==> config.mk <==
export PLATFORM = sky130hd
export DESIGN_NAME = reliable_multicast_receiver_reorder_core
export DESIGN_NICKNAME = d
export VERILOG_FILES = /design/src/rtl/rmr_pkg.sv /design/src/rtl/rmr_front.sv /design/src/rtl/rmr_back.sv /design/src/rtl/reliable_multicast_receiver_reorder_core.sv
export SDC_FILE = /design/constraint.sdc
export NUM_CORES = 2
export LEC_CHECK = 0
export CORE_UTILIZATION = 40
export DETAILED_ROUTE_END_ITERATION = 7
export DONT_BUFFER_PORTS = 1
export GPL_TIMING_DRIVEN = 0
export SYNTH_ARGS = -nofsm -noshare
export SYNTH_HDL_FRONTEND = slang
export SYNTH_SLANG_ARGS = --single-unit
export TNS_END_PERCENT = 5
==> constraint.sdc <==
create_clock -name clk_i -period 15.8 [get_ports clk_i]
set_clock_uncertainty 0.1 [all_clocks]
set_input_delay 1.58 -clock clk_i [delete_from_list [all_inputs] [get_ports clk_i]]
set_output_delay 1.58 -clock clk_i [all_outputs]
set_load 0.02 [all_outputs]
==> src/rtl/rmr_pkg.sv <==
package rmr_pkg;

  localparam int unsigned DEFAULT_WINDOW = 32;

  localparam logic [11:0] NAK_INITIAL_RST = 12'd40;
  localparam logic [15:0] HB_TIMEOUT_RST  = 16'd1500;
  localparam logic [15:0] ACK_INT_RST     = 16'd200;
  localparam logic [31:0] START_SEQ_RST   = 32'd1;
  localparam logic [31:0] SUB_ID_RST      = 32'd0;

  localparam int unsigned CFG_IDX_W  = 3;
  localparam int unsigned CFG_DATA_W = 32;

  localparam logic [CFG_IDX_W-1:0] REG_NAK_INITIAL = 3'd0;
  localparam logic [CFG_IDX_W-1:0] REG_HB_TIMEOUT  = 3'd1;
  localparam logic [CFG_IDX_W-1:0] REG_ACK_INT     = 3'd2;
  localparam logic [CFG_IDX_W-1:0] REG_START_SEQ   = 3'd3;
  localparam logic [CFG_IDX_W-1:0] REG_SUB_ID      = 3'd4;

  typedef enum logic [1:0] {
    OP_PKT  = 2'd0,
    OP_TICK = 2'd1,
    OP_HB   = 2'd2,
    OP_NONE = 2'd3
  } op_e;

  typedef enum logic [1:0] {
    KIND_DELIVER = 2'd0,
    KIND_NAK     = 2'd1,
    KIND_ACK     = 2'd2
  } kind_e;

  typedef enum logic [1:0] {
    ST_IDLE,
    ST_RD,
    ST_DRAIN,
    ST_ACK
  } state_e;

  typedef struct packed {
    op_e         op;
    logic [31:0] seq_no;
    logic [31:0] payload;
    logic [31:0] now;
  } item_t;

endpackage

==> src/rtl/rmr_front.sv <==
// Front end: takes input transactions, drops unused op codes, queues the rest.
module rmr_front (
  input  logic           clk_i,
  input  logic           rst_ni,
  input  logic           s_axis_tvalid_i,
  output logic           s_axis_tready_o,
  input  logic [95:0]    s_axis_tdata_i,
  input  logic [1:0]     s_axis_tuser_i,
  output logic           item_valid_o,
  input  logic           item_ready_i,
  output rmr_pkg::item_t item_o
);

  rmr_pkg::item_t q_mem_q [2];
  logic       wr_ptr_q, wr_ptr_d;
  logic       rd_ptr_q, rd_ptr_d;
  logic [1:0] cnt_q, cnt_d;
  logic       push, pop;
  rmr_pkg::item_t in_item;

  assign in_item.op      = rmr_pkg::op_e'(s_axis_tuser_i);
  assign in_item.seq_no  = s_axis_tdata_i[31:0];
  assign in_item.payload = s_axis_tdata_i[63:32];
  assign in_item.now     = s_axis_tdata_i[95:64];

  assign s_axis_tready_o = (cnt_q != 2'd2);
  assign push = s_axis_tvalid_i && s_axis_tready_o && (in_item.op != rmr_pkg::OP_NONE);
  assign pop  = item_valid_o && item_ready_i;

  assign item_valid_o = (cnt_q != 2'd0);
  assign item_o       = q_mem_q[rd_ptr_q];

  always_comb begin
    wr_ptr_d = push ? ~wr_ptr_q : wr_ptr_q;
    rd_ptr_d = pop ? ~rd_ptr_q : rd_ptr_q;
    cnt_d    = cnt_q + 2'(push) - 2'(pop);
  end

  always_ff @(posedge clk_i or negedge rst_ni) begin
    if (!rst_ni) begin
      wr_ptr_q <= 1'b0;
      rd_ptr_q <= 1'b0;
      cnt_q    <= 2'd0;
    end else begin
      wr_ptr_q <= wr_ptr_d;
      rd_ptr_q <= rd_ptr_d;
      cnt_q    <= cnt_d;
    end
  end

  always_ff @(posedge clk_i) begin
    if (push) begin
      q_mem_q[wr_ptr_q] <= in_item;
    end
  end

endmodule

==> src/rtl/rmr_back.sv <==
// Back end: sequence tracking, reorder window, NAK/ACK timers, output register.
module rmr_back #(
  parameter int unsigned WINDOW = rmr_pkg::DEFAULT_WINDOW
) (
  input  logic                             clk_i,
  input  logic                             rst_ni,
  input  logic                             cfg_we_i,
  input  logic [rmr_pkg::CFG_IDX_W-1:0]    cfg_idx_i,
  input  logic [rmr_pkg::CFG_DATA_W-1:0]   cfg_data_i,
  input  logic                             item_valid_i,
  output logic                             item_ready_o,
  input  rmr_pkg::item_t                   item_i,
  output logic                             m_axis_tvalid_o,
  input  logic                             m_axis_tready_i,
  output logic [95:0]                      m_axis_tdata_o,
  output logic [1:0]                       m_axis_tuser_o,
  output logic                             m_axis_tlast_o
);

  localparam int unsigned IDX_W = $clog2(WINDOW);

  // config
  logic [11:0] nak_init_q, nak_init_d;
  logic [15:0] hb_to_q, hb_to_d;
  logic [15:0] ack_int_q, ack_int_d;
  logic [31:0] start_q, start_d;
  logic [31:0] sid_q, sid_d;

  // receiver state
  rmr_pkg::state_e state_q, state_d;
  logic [31:0] exp_q, exp_d;
  logic        gap_q, gap_d;
  logic [31:0] gap_clk_q, gap_clk_d;
  logic [31:0] dlv_clk_q, dlv_clk_d;
  logic [15:0] nak_int_q, nak_int_d;
  logic [31:0] ack_clk_q, ack_clk_d;
  logic [WINDOW-1:0] valid_q, valid_d;

  logic [31:0] slot_mem [WINDOW];
  logic [31:0] rdata_q;
  logic             mem_we;
  logic [IDX_W-1:0] mem_wa;

  // output register
  logic         ov_q, ov_d;
  rmr_pkg::kind_e okind_q, okind_d;
  logic [31:0]  oseq_q, oseq_d;
  logic [31:0]  opay_q, opay_d;
  logic [31:0]  osid_q, osid_d;
  logic         olast_q, olast_d;

  logic             out_free;
  logic             pop;
  logic [IDX_W-1:0] exp_idx, nxt_idx, seq_idx;
  logic [31:0]      seq_ahead;
  logic             timeout, nak_fire, ack_fire;
  logic [16:0]      dbl;

  assign out_free     = !ov_q || m_axis_tready_i;
  assign item_ready_o = (state_q == rmr_pkg::ST_IDLE) && out_free;
  assign pop          = item_valid_i && item_ready_o;

  assign exp_idx   = exp_q[IDX_W-1:0];
  assign nxt_idx   = exp_idx + IDX_W'(1);
  assign seq_idx   = item_i.seq_no[IDX_W-1:0];
  assign seq_ahead = item_i.seq_no - exp_q;

  assign timeout  = (item_i.now - dlv_clk_q) > {16'd0, hb_to_q};
  assign nak_fire = gap_q && ((item_i.now - gap_clk_q) > {16'd0, nak_int_q});
  assign ack_fire = (item_i.now - ack_clk_q) > {16'd0, ack_int_q};
  assign dbl      = {nak_int_q, 1'b0};

  always_comb begin
    nak_init_d = nak_init_q;
    hb_to_d    = hb_to_q;
    ack_int_d  = ack_int_q;
    start_d    = start_q;
    sid_d      = sid_q;
    state_d    = state_q;
    exp_d      = exp_q;
    gap_d      = gap_q;
    gap_clk_d  = gap_clk_q;
    dlv_clk_d  = dlv_clk_q;
    nak_int_d  = nak_int_q;
    ack_clk_d  = ack_clk_q;
    valid_d    = valid_q;
    mem_we     = 1'b0;
    mem_wa     = seq_idx;
    ov_d       = ov_q && !m_axis_tready_i;
    okind_d    = okind_q;
    oseq_d     = oseq_q;
    opay_d     = opay_q;
    osid_d     = osid_q;
    olast_d    = olast_q;

    unique case (state_q)
      rmr_pkg::ST_IDLE: begin
        if (pop) begin
          unique case (item_i.op)
            rmr_pkg::OP_PKT: begin
              if (item_i.seq_no == exp_q) begin
                ov_d    = 1'b1;
                okind_d = rmr_pkg::KIND_DELIVER;
                oseq_d  = exp_q;
                opay_d  = item_i.payload;
                osid_d  = 32'd0;
                olast_d = !valid_q[nxt_idx];
                valid_d[exp_idx] = 1'b0;
                exp_d     = exp_q + 32'd1;
                dlv_clk_d = item_i.now;
                gap_d     = 1'b0;
                if (valid_q[nxt_idx]) begin
                  state_d = rmr_pkg::ST_RD;
                end
              end else if (item_i.seq_no > exp_q) begin
                if (!gap_q) begin
                  gap_d     = 1'b1;
                  gap_clk_d = item_i.now;
                  nak_int_d = {4'd0, nak_init_q};
                  ov_d    = 1'b1;
                  okind_d = rmr_pkg::KIND_NAK;
                  oseq_d  = exp_q - 32'd1;
                  opay_d  = 32'd0;
                  osid_d  = sid_q;
                  olast_d = 1'b1;
                end
                if (seq_ahead < 32'(WINDOW)) begin
                  mem_we           = 1'b1;
                  valid_d[seq_idx] = 1'b1;
                end
              end
            end
            rmr_pkg::OP_TICK: begin
              if (timeout && !gap_q) begin
                gap_d     = 1'b1;
                gap_clk_d = item_i.now;
                nak_int_d = {4'd0, nak_init_q};
              end
              if (nak_fire) begin
                ov_d    = 1'b1;
                okind_d = rmr_pkg::KIND_NAK;
                oseq_d  = exp_q - 32'd1;
                opay_d  = 32'd0;
                osid_d  = sid_q;
                olast_d = !ack_fire;
                gap_clk_d = item_i.now;
                if (nak_int_q < {nak_init_q, 4'd0}) begin
                  nak_int_d = dbl[16] ? 16'hFFFF : dbl[15:0];
                end
              end
              if (ack_fire) begin
                ack_clk_d = item_i.now;
                if (nak_fire) begin
                  state_d = rmr_pkg::ST_ACK;
                end else begin
                  ov_d    = 1'b1;
                  okind_d = rmr_pkg::KIND_ACK;
                  oseq_d  = exp_q - 32'd1;
                  opay_d  = 32'd0;
                  osid_d  = sid_q;
                  olast_d = 1'b1;
                end
              end
            end
            rmr_pkg::OP_HB: begin
              if (item_i.seq_no == exp_q - 32'd1) begin
                dlv_clk_d = item_i.now;
                gap_d     = 1'b0;
              end
            end
            default: ;
          endcase
        end
      end
      rmr_pkg::ST_RD: begin
        state_d = rmr_pkg::ST_DRAIN;
      end
      rmr_pkg::ST_DRAIN: begin
        if (out_free) begin
          ov_d    = 1'b1;
          okind_d = rmr_pkg::KIND_DELIVER;
          oseq_d  = exp_q;
          opay_d  = rdata_q;
          osid_d  = 32'd0;
          olast_d = !valid_q[nxt_idx];
          valid_d[exp_idx] = 1'b0;
          exp_d   = exp_q + 32'd1;
          state_d = valid_q[nxt_idx] ? rmr_pkg::ST_RD : rmr_pkg::ST_IDLE;
        end
      end
      rmr_pkg::ST_ACK: begin
        if (out_free) begin
          ov_d    = 1'b1;
          okind_d = rmr_pkg::KIND_ACK;
          oseq_d  = exp_q - 32'd1;
          opay_d  = 32'd0;
          osid_d  = sid_q;
          olast_d = 1'b1;
          state_d = rmr_pkg::ST_IDLE;
        end
      end
      default: state_d = rmr_pkg::ST_IDLE;
    endcase

    // the user must write configuration only while idle; the block itself does not enforce it
    if (cfg_we_i) begin
      unique case (cfg_idx_i)
        rmr_pkg::REG_NAK_INITIAL: nak_init_d = cfg_data_i[11:0];
        rmr_pkg::REG_HB_TIMEOUT:  hb_to_d    = cfg_data_i[15:0];
        rmr_pkg::REG_ACK_INT:     ack_int_d  = cfg_data_i[15:0];
        rmr_pkg::REG_START_SEQ: begin
          start_d = cfg_data_i;
          exp_d   = cfg_data_i;
          valid_d = '0;
        end
        rmr_pkg::REG_SUB_ID:      sid_d      = cfg_data_i;
        default: ;
      endcase
    end
  end

  always_ff @(posedge clk_i or negedge rst_ni) begin
    if (!rst_ni) begin
      nak_init_q <= rmr_pkg::NAK_INITIAL_RST;
      hb_to_q    <= rmr_pkg::HB_TIMEOUT_RST;
      ack_int_q  <= rmr_pkg::ACK_INT_RST;
      start_q    <= rmr_pkg::START_SEQ_RST;
      sid_q      <= rmr_pkg::SUB_ID_RST;
      state_q    <= rmr_pkg::ST_IDLE;
      exp_q      <= rmr_pkg::START_SEQ_RST;
      gap_q      <= 1'b0;
      gap_clk_q  <= 32'd0;
      dlv_clk_q  <= 32'd0;
      nak_int_q  <= {4'd0, rmr_pkg::NAK_INITIAL_RST};
      ack_clk_q  <= 32'd0;
      valid_q    <= '0;
      ov_q       <= 1'b0;
    end else begin
      nak_init_q <= nak_init_d;
      hb_to_q    <= hb_to_d;
      ack_int_q  <= ack_int_d;
      start_q    <= start_d;
      sid_q      <= sid_d;
      state_q    <= state_d;
      exp_q      <= exp_d;
      gap_q      <= gap_d;
      gap_clk_q  <= gap_clk_d;
      dlv_clk_q  <= dlv_clk_d;
      nak_int_q  <= nak_int_d;
      ack_clk_q  <= ack_clk_d;
      valid_q    <= valid_d;
      ov_q       <= ov_d;
    end
  end

  always_ff @(posedge clk_i) begin
    okind_q <= okind_d;
    oseq_q  <= oseq_d;
    opay_q  <= opay_d;
    osid_q  <= osid_d;
    olast_q <= olast_d;
  end

  always_ff @(posedge clk_i) begin
    if (mem_we) begin
      slot_mem[mem_wa] <= item_i.payload;
    end
    rdata_q <= slot_mem[exp_idx];
  end

  assign m_axis_tvalid_o = ov_q;
  assign m_axis_tdata_o  = {osid_q, opay_q, oseq_q};
  assign m_axis_tuser_o  = okind_q;
  assign m_axis_tlast_o  = olast_q;

endmodule

==> src/rtl/reliable_multicast_receiver_reorder_core.sv <==
// Order: an input transaction is registered in a queue entry, then the back end takes it
// and registers its first result in the output register, from which it can be taken.
// Throughput: one input transaction per cycle into a two-entry queue while it is not full;
// the back end takes one item per cycle while idle with its output free; each further in-order
// packet from the window takes a slot read state, then output; a NAK-and-ACK tick emits the ACK last.
// Reset (rst_ni, asynchronous, active low) restores register defaults and clears the window.
module reliable_multicast_receiver_reorder_core #(
  // window depth, a power of two; slot = low bits of the sequence number
  parameter int unsigned WINDOW = rmr_pkg::DEFAULT_WINDOW
) (
  input  logic                           clk_i,
  input  logic                           rst_ni,
  // configuration write port, index = register number
  input  logic                           cfg_we_i,
  input  logic [rmr_pkg::CFG_IDX_W-1:0]  cfg_idx_i,
  input  logic [rmr_pkg::CFG_DATA_W-1:0] cfg_data_i,
  // input events
  input  logic                           s_axis_tvalid_i,
  output logic                           s_axis_tready_o,
  input  logic [95:0]                    s_axis_tdata_i,  // seq_no, payload, now
  input  logic [1:0]                     s_axis_tuser_i,  // op
  // results
  output logic                           m_axis_tvalid_o,
  input  logic                           m_axis_tready_i,
  output logic [95:0]                    m_axis_tdata_o,  // seq_no_res, payload_res, subscriber_id_res
  output logic [1:0]                     m_axis_tuser_o,  // kind
  output logic                           m_axis_tlast_o   // last result of the transaction
);

  logic           item_valid;
  logic           item_ready;
  rmr_pkg::item_t item;

  // front: decode op, drop the unused code, queue for the back end
  rmr_front u_front (
    .clk_i,
    .rst_ni,
    .s_axis_tvalid_i,
    .s_axis_tready_o,
    .s_axis_tdata_i,
    .s_axis_tuser_i,
    .item_valid_o (item_valid),
    .item_ready_i (item_ready),
    .item_o       (item)
  );

  // back: sequencing, window store and drain, timers, output register
  rmr_back #(
    .WINDOW (WINDOW)
  ) u_back (
    .clk_i,
    .rst_ni,
    .cfg_we_i,
    .cfg_idx_i,
    .cfg_data_i,
    .item_valid_i (item_valid),
    .item_ready_o (item_ready),
    .item_i       (item),
    .m_axis_tvalid_o,
    .m_axis_tready_i,
    .m_axis_tdata_o,
    .m_axis_tuser_o,
    .m_axis_tlast_o
  );

endmodule

==> Yosys cells after proc, flatten, opt, wreduce, memory -nomap -nowiden <==
Memories as Yosys holds them, arrays and structs flattened. A register that Yosys moved wholly into a read port is not among the register bits.
Cells that the tools add are included.
{ "op_classes": {"add_sub_neg": 9, "n_lt_le_gt_ge": 11, "n_eq_ne": 31, "muxes": 127, "bitwise": 5, "reduce_logical": 35} }
{ "ops": {"columns": ["op", "n"], "rows": [
  ["32-bit 2-to-1 mux", 47],
  ["32-bit one-hot mux with 2 select lines", 7],
  ["32-bit one-hot mux with 3 select lines", 3],
  ["32-bit subtractor", 4],
  ["16-bit 2-to-1 mux", 7],
  ["32-bit by 16-bit > comparator with 1-bit output", 3],
  ["32-bit == test", 2],
  ["1-bit 2-to-1 mux", 35],
  ["32-bit by 1-bit adder with 32-bit output, second input constant", 1],
  ["32-bit AND", 1],
  ["32-bit > comparator", 1],
  ["32-bit by 6-bit < comparator with 1-bit output, second input constant", 1],
  ["32-bit inverter", 1],
  ["32-bit OR", 1],
  ["16-bit one-hot mux with 2 select lines", 1],
  ["32-bit by 1-bit subtractor with 32-bit output, second input constant", 1],
  ["2-bit 2-to-1 mux", 15],
  ["5-bit by 6-bit < comparator with 1-bit output, second input constant", 3],
  ["16-bit < comparator", 1],
  ["7-bit AND reduction", 2],
  ["2-bit by 1-bit != test with 1-bit output, second input constant", 6],
  ["6-bit AND reduction", 2],
  ["1-bit demux with 5-bit select", 2],
  ["5-bit by 1-bit greater-or-equal comparator with 1-bit output, second input constant", 2],
  ["other kinds (32)", 69]
]} }
{ "word_totals": {"reg_bits": 359, "mem_bits_rw": 1220, "inputBits": 138, "output_inout_bits": 101, "elab_cells": 241, "memories": 2} }
{ "mem_list": {"columns": ["name", "depth", "width", "rd", "rd_clocked_by_memory_dff", "write_ports", "line_no", "source"], "rows": [
  ["u_back.slot_mem", 32, 32, 1, 1, 1, "rmr_back.sv:39", "logic [31:0] slot_mem [WINDOW];"],
  ["u_front.q_mem_q", 2, 98, 1, 0, 1, "rmr_front.sv:14", "rmr_pkg::item_t q_mem_q [2];"]
]} }

==> Longest topological paths before layout <==
An unclocked memory read counts as a cell.
{ "logic_depth": {"depth_word": 14, "mapped_depth": 32, "mapped_depth_nobuf": 24} }

==> By module <==
A second synthesis with hierarchy kept.
{ "hier_totals": {"cells_unflattened": 4958, "area_unflattened_um2": 73202.7} }
{ "modules_own_cells": {"columns": ["mod", "instances", "cells_per_inst", "area_each_um2", "seq_area_each_um2"], "rows": [
  ["rmr_back", 1, 4634, 65899.5, 40787.9],
  ["rmr_front", 1, 324, 7303.3, 5985.7]
]} }

==> Worst setup path after synthesis <==
Ideal clock, no wire load.
{ "synth_timing": {"path_kind": "register to register", "startpoint": "register u_front.rd_ptr_q", "endpoint": "register u_back.oseq_q[23], data pin", "arrival_ns": 7.832, "t_required_ns": 15.429, "setup_slack_ns": 7.596, "path_stages_with_launch": 28, "n_path_buf": 7, "cell_sequence": "dfrtp_1 > clkbuf_1 > clkbuf_1 > buf_1 > buf_1 > clkbuf_1 > clkbuf_1 > mux2_2 > inv_1 > ha_1 > inv_1 > fa_1 > a21o_1 > a311o_1 > a311oi_1 > nor2_1 > xor2_1 > ha_1 > a21o_1 > a2111oi_0 > a22oi_1 > or4_1 > nor4_1 > nand4_1 > nor2_1 > clkbuf_1 > mux2i_1 > o22ai_1"} }
{ "synth_between": {"elab_chain_cells": 10, "elab_cells_between_ends": 16, "cone_classes": "add/sub: 2; order compare: 2; eq/ne: 2; mux: 7; reduce/logical: 2; memory: 1"} }
{ "synth_lines": {"columns": ["element", "line_no", "source"], "rows": [
  ["from (decl)", "rmr_front.sv:16", "logic rd_ptr_q, rd_ptr_d;"],
  ["from (signal assigned)", "rmr_front.sv:46", "rd_ptr_q <= rd_ptr_d;"],
  ["memory read 2 x 98 bit *", null, null],
  ["32-bit subtractor", "rmr_back.sv:69", "assign nak_fire = gap_q && ((item_i.now - gap_clk_q) > {16'd0, nak_int_q});"],
  ["32-bit by 16-bit > comparator with 1-bit output", "rmr_back.sv:69", null],
  ["1-bit logical AND", "rmr_back.sv:69", null],
  ["32-bit 2-to-1 mux", "rmr_back.sv:139", "if (nak_fire) begin"],
  ["32-bit 2-to-1 mux", "rmr_back.sv:153", "if (nak_fire) begin"],
  ["32-bit 2-to-1 mux", "rmr_back.sv:151", "if (ack_fire) begin"],
  ["32-bit one-hot mux with 2 select lines *", "rmr_back.sv:99", "unique case (item_i.op)"],
  ["32-bit 2-to-1 mux *", "rmr_back.sv:98", "if (pop) begin"],
  ["32-bit one-hot mux with 3 select lines *", "rmr_back.sv:96", "unique case (state_q)"],
  ["via u_back.oseq_d[23]", "rmr_back.sv:47", "logic [31:0] oseq_q, oseq_d;"],
  ["to (signal assigned)", "rmr_back.sv:258", "oseq_q <= oseq_d;"],
  ["to (decl)", "rmr_back.sv:47", null]
]} }
Mark *: on every way through the listed nets, which the timed path passes. The rest lies on a longest branch. The select of a mux whose other input is x is not followed.
A chain may end at the register's enable or synchronous reset.

==> Worst setup path after layout <==
{ "layout_timing": {"startpoint": "register u_front.rd_ptr_q", "endpoint": "register u_back.opay_q[28], data pin"} }
{ "layout_between": {"elab_chain_cells": 10, "elab_cells_between_ends": 16, "cone_classes": "add/sub: 2; order compare: 2; eq/ne: 2; mux: 7; reduce/logical: 2; memory: 1"} }
{ "layout_lines": {"columns": ["element", "line_no", "source"], "rows": [
  ["memory read 2 x 98 bit *", null, null],
  ["32-bit subtractor", "rmr_back.sv:69", null],
  ["32-bit by 16-bit > comparator with 1-bit output", "rmr_back.sv:69", null],
  ["1-bit logical AND", "rmr_back.sv:69", null],
  ["32-bit 2-to-1 mux", "rmr_back.sv:139", null],
  ["32-bit 2-to-1 mux", "rmr_back.sv:153", null],
  ["32-bit 2-to-1 mux", "rmr_back.sv:151", null],
  ["32-bit one-hot mux with 2 select lines *", "rmr_back.sv:99", null],
  ["32-bit 2-to-1 mux *", "rmr_back.sv:98", null],
  ["32-bit one-hot mux with 3 select lines *", "rmr_back.sv:96", null],
  ["via u_back.opay_d[28]", "rmr_back.sv:48", "logic [31:0] opay_q, opay_d;"],
  ["to (signal assigned)", "rmr_back.sv:259", "opay_q <= opay_d;"],
  ["to (decl)", "rmr_back.sv:48", null]
]} }
Marks and branches as above.

==> summary.txt <==
Synthesis
  – Number of synthesized flops with an enable pin: 1,319
  – Commonest register cell after synthesis: edfxtp_1
  – Mapped Area: ~75,000 µm²
  – Syn avg cell area: 14.10 µm²
  – Synth warnings: 0
  – Synth unique cells: 96
  – Syn_nets: around 5,600
  – Register area share after synthesis: 0.6278
  – Post-synthesis cell count: approximately 5,300
  – FFs w/ async S/R, synth: 0.1614
  – Yosys reg bits: around 1,600

Power
  – Worst vdd ir: about 0.00013 V
  – Switching share of power: 0.4006
  – Sequential share of power: 0.342
  – Pwr/cell area: around 210 nW/µm²
  – Comb pwr share: 0.425
  – Clk pwr share: 0.232
  – LEAKAGE: 29.42 nW
  – Net Switching: 7.026 mW
  – Cell Int Power: 10.51 mW
  – Tot Pwr: 17.54 mW

Critical path
  – Reg2Reg Setup Slack: 1.99 ns
  – Critical Path Fanout Max: 10
  – Reg2reg path depth: 28
  – WS Path Type: reg -> reg
  – R2r startpoint: u_front.rd_ptr_q
  – Crit path top cell by count: clkbuf_1
  – Top Family by Delay on Critical Path: buffers and inverters
  – Worst reg2reg path endpoint: u_back.opay_q[28]
  – Required time worst endpoint: 16.39 ns
  – CP max stage delay: 1.12 ns
  – Worst setup EP type: register
  – Crit path DAT: approximately 14 ns
  – Slowest CP cell: nor3_2
  – Startpoint types: register
  – Worst path bufs/invs: 10

Route
  – Drt first pass iters: 6
  – Remaining DRCs: 0
  – DRT Wirelength: 237.9 mm
  – ANT nets after route: 0
  – Drt wl/cell: 29.19 µm
  – Via density: 5.931
  – DRT iter0 DRCs: around 5,400
  – Detailed-route via count: 48,332

Layout
  – Final nets: 5,848
  – Top Registers: u_back.slot_mem (1024), u_front.q_mem_q (196)
  – Layout cells sized above 1: 0.1523
  – Most common cell after layout, fill and taps aside: edfxtp_1
  – Max reg flops: 1,024
  – Final core utilization: 0.4572
  – Area growth syn-to-layout: 13.66%
  – Fin cells: 8,149
  – Top reg by flops: u_back.slot_mem
  – Commonest non-fill, non-tap cells in the layout: edfxtp_1, nand2_1, mux4_2, a21oi_1, clkbuf_1
  – Design area: approximately 85,000 µm²

Placement
  – HPWL after DPL: 170.8 mm
  – Pre-CTS WS: 1.938 ns
  – Cells after DPL: 7,819
  – Dpl cell area: between 70,000 and 80,000 µm²
  – GP Congestion: 0.9592
  – Buffers on Ports: 0

STA
  – Final hold violation count: 0
  – Slew Viols, Final: 0
  – Setup TNS: 0 ns
  – RSZ-0062 raised after global routing: false
  – Relative slew slack: 0.01493
  – Slew @ Worst Pin: 1.478 ns
  – Hold WS: 0.3683 ns
  – Fin crit period: between 10 and 15 ns
  – Final WS setup: 1.990 ns
  – F_max: slightly above 70 MHz
  – Fin crit share: 0.8740
  – Endpoints failing setup: 0

Clock tree
  – Htree depth: 4
  – Post-CTS Resized: 0
  – Worst-path clk slew: around 0.06 ns
  – Clk root buf: clkbuf_16
  – CTS tree: yes
  – Clk sinks: 1,611
  – Cts bufs inserted: 170
  – Clock Path Buffers: 3
  – Post-CTS setup buffers: 0
  – Hold-fix buffers, CTS: 0
  – Clk_lat worst skew: 0.85 ns

Floorplanning
  – Die Height: 433.6 µm
  – Rows: 158
  – Num ports: about 240
  – Core Region: 185,200 µm²
  – Width of the die: 433.6 µm
  – Die area: 188,000 µm²
  – Initial core utilization: 0.4022

Global routing
  – Global-route wire length before repair: 340.6 mm
  – Largest net degree at the start of global routing: 261
  – Total congestion overflow: 0
  – Vias in the first global route: 47,077
  – GRT Overall Usage: 0.2520
  – Initial antenna violation count: 9

Outcome
  – Outcome: complete, no violations

Worst hold path
  – Hold Crit Class: in -> async

Job
  – Total of max-cap violations: 0
==> per-layer routing <==
layer | track usage | up-vias | share of wire
met5 | 0 | - | 0
met4 | 0.1063 | 0 | 0.045
met3 | 0.03934 | 407 | 0.071
met2 | 0.4062 | 2124 | 0.48
met1 | 0.3387 | 24881 | 0.41
li1 | - | 20920 | -
==> synth_stat cells, types with 39 or more instances <==
cell type	count	share of area
a21o_1	108	0.011
a21oi_1	270	0.018
a22o_1	66	0.0078
a22oi_1	51	0.0051
a31oi_1	54	0.0045
buf_1	41	0.0021
clkbuf_1	231	0.012
dfrtp_1	245	0.082
edfxtp_1	1319	0.53
ha_1	195	0.033
inv_1	240	0.012
mux2_2	140	0.021
mux2i_1	97	0.013
mux4_2	276	0.083
nand2_1	461	0.023
nand3_1	93	0.0062
nand4_1	66	0.0055
nor2_1	223	0.011
nor3_1	84	0.0056
o211ai_1	40	0.0040
o21ai_0	220	0.015
o22ai_1	39	0.0033
xnor2_1	118	0.014
==> how the worst max path moves through the flow <==
| stage | startpoint | end | slack [ns] | cells past startpoint |
|---|---|---|---|---|
| 3_3_place_gp | u_front.rd_ptr_q | u_back.slot_mem[31][23] | -0.94 | 18 |
| 5_1_grt | u_front.rd_ptr_q | u_back.opay_q[28] | 1.53 | 28 |
| 6_report | u_front.rd_ptr_q | u_back.opay_q[28] | 1.99 | 28 |
| 3_5_place_dp | u_front.rd_ptr_q | u_back.opay_q[28] | 1.94 | 28 |
| 2_1_floorplan | u_front.rd_ptr_q | u_back.oseq_q[23] | 7.60 | 27 |
| 4_1_cts | u_front.rd_ptr_q | u_back.opay_q[25] | 2.00 | 28 |
==> cell families after synthesis <==
family,count (synthesis),share of synthesized area
flip-flops,1611,0.6278
AO/OA/AOI/OAI,1132,0.1004
AND/OR/NAND/NOR,1119,0.07033
buffers and inverters,535,0.02779
multiplexers,528,0.1199
adder cells (fa/ha/maj),198,0.03355
XOR/XNOR,160,0.02029
==> layout make-up <==
class	count	area, µm²
Multi-Input combinational cell	3137	25940
Timing Repair Buffer	57	1035
Fill cell	16408	100500
Sequential cell	1611	46770
Clock inverter	95	1136
Antenna cell	10	25.02
Buffer	283	1130
Clock buffer	224	4598
Inverter	252	945.9
Tap cell	2480	3103
==> power groups by stage <==
stage | registers (mW) | logic [mW] | clock network (mW)
floorplan | 5.94 | 5.04 | 0
global placement | 6.16 | 7.19 | 0
detailed placement | 6.09 | 7.37 | 0
CTS | 6.01 | 7.41 | 4.14
global route | 6.05 | 8.08 | 4.30
finish | 6.01 | 7.46 | 4.07
Note: power is estimated with default switching activity, not from simulation.
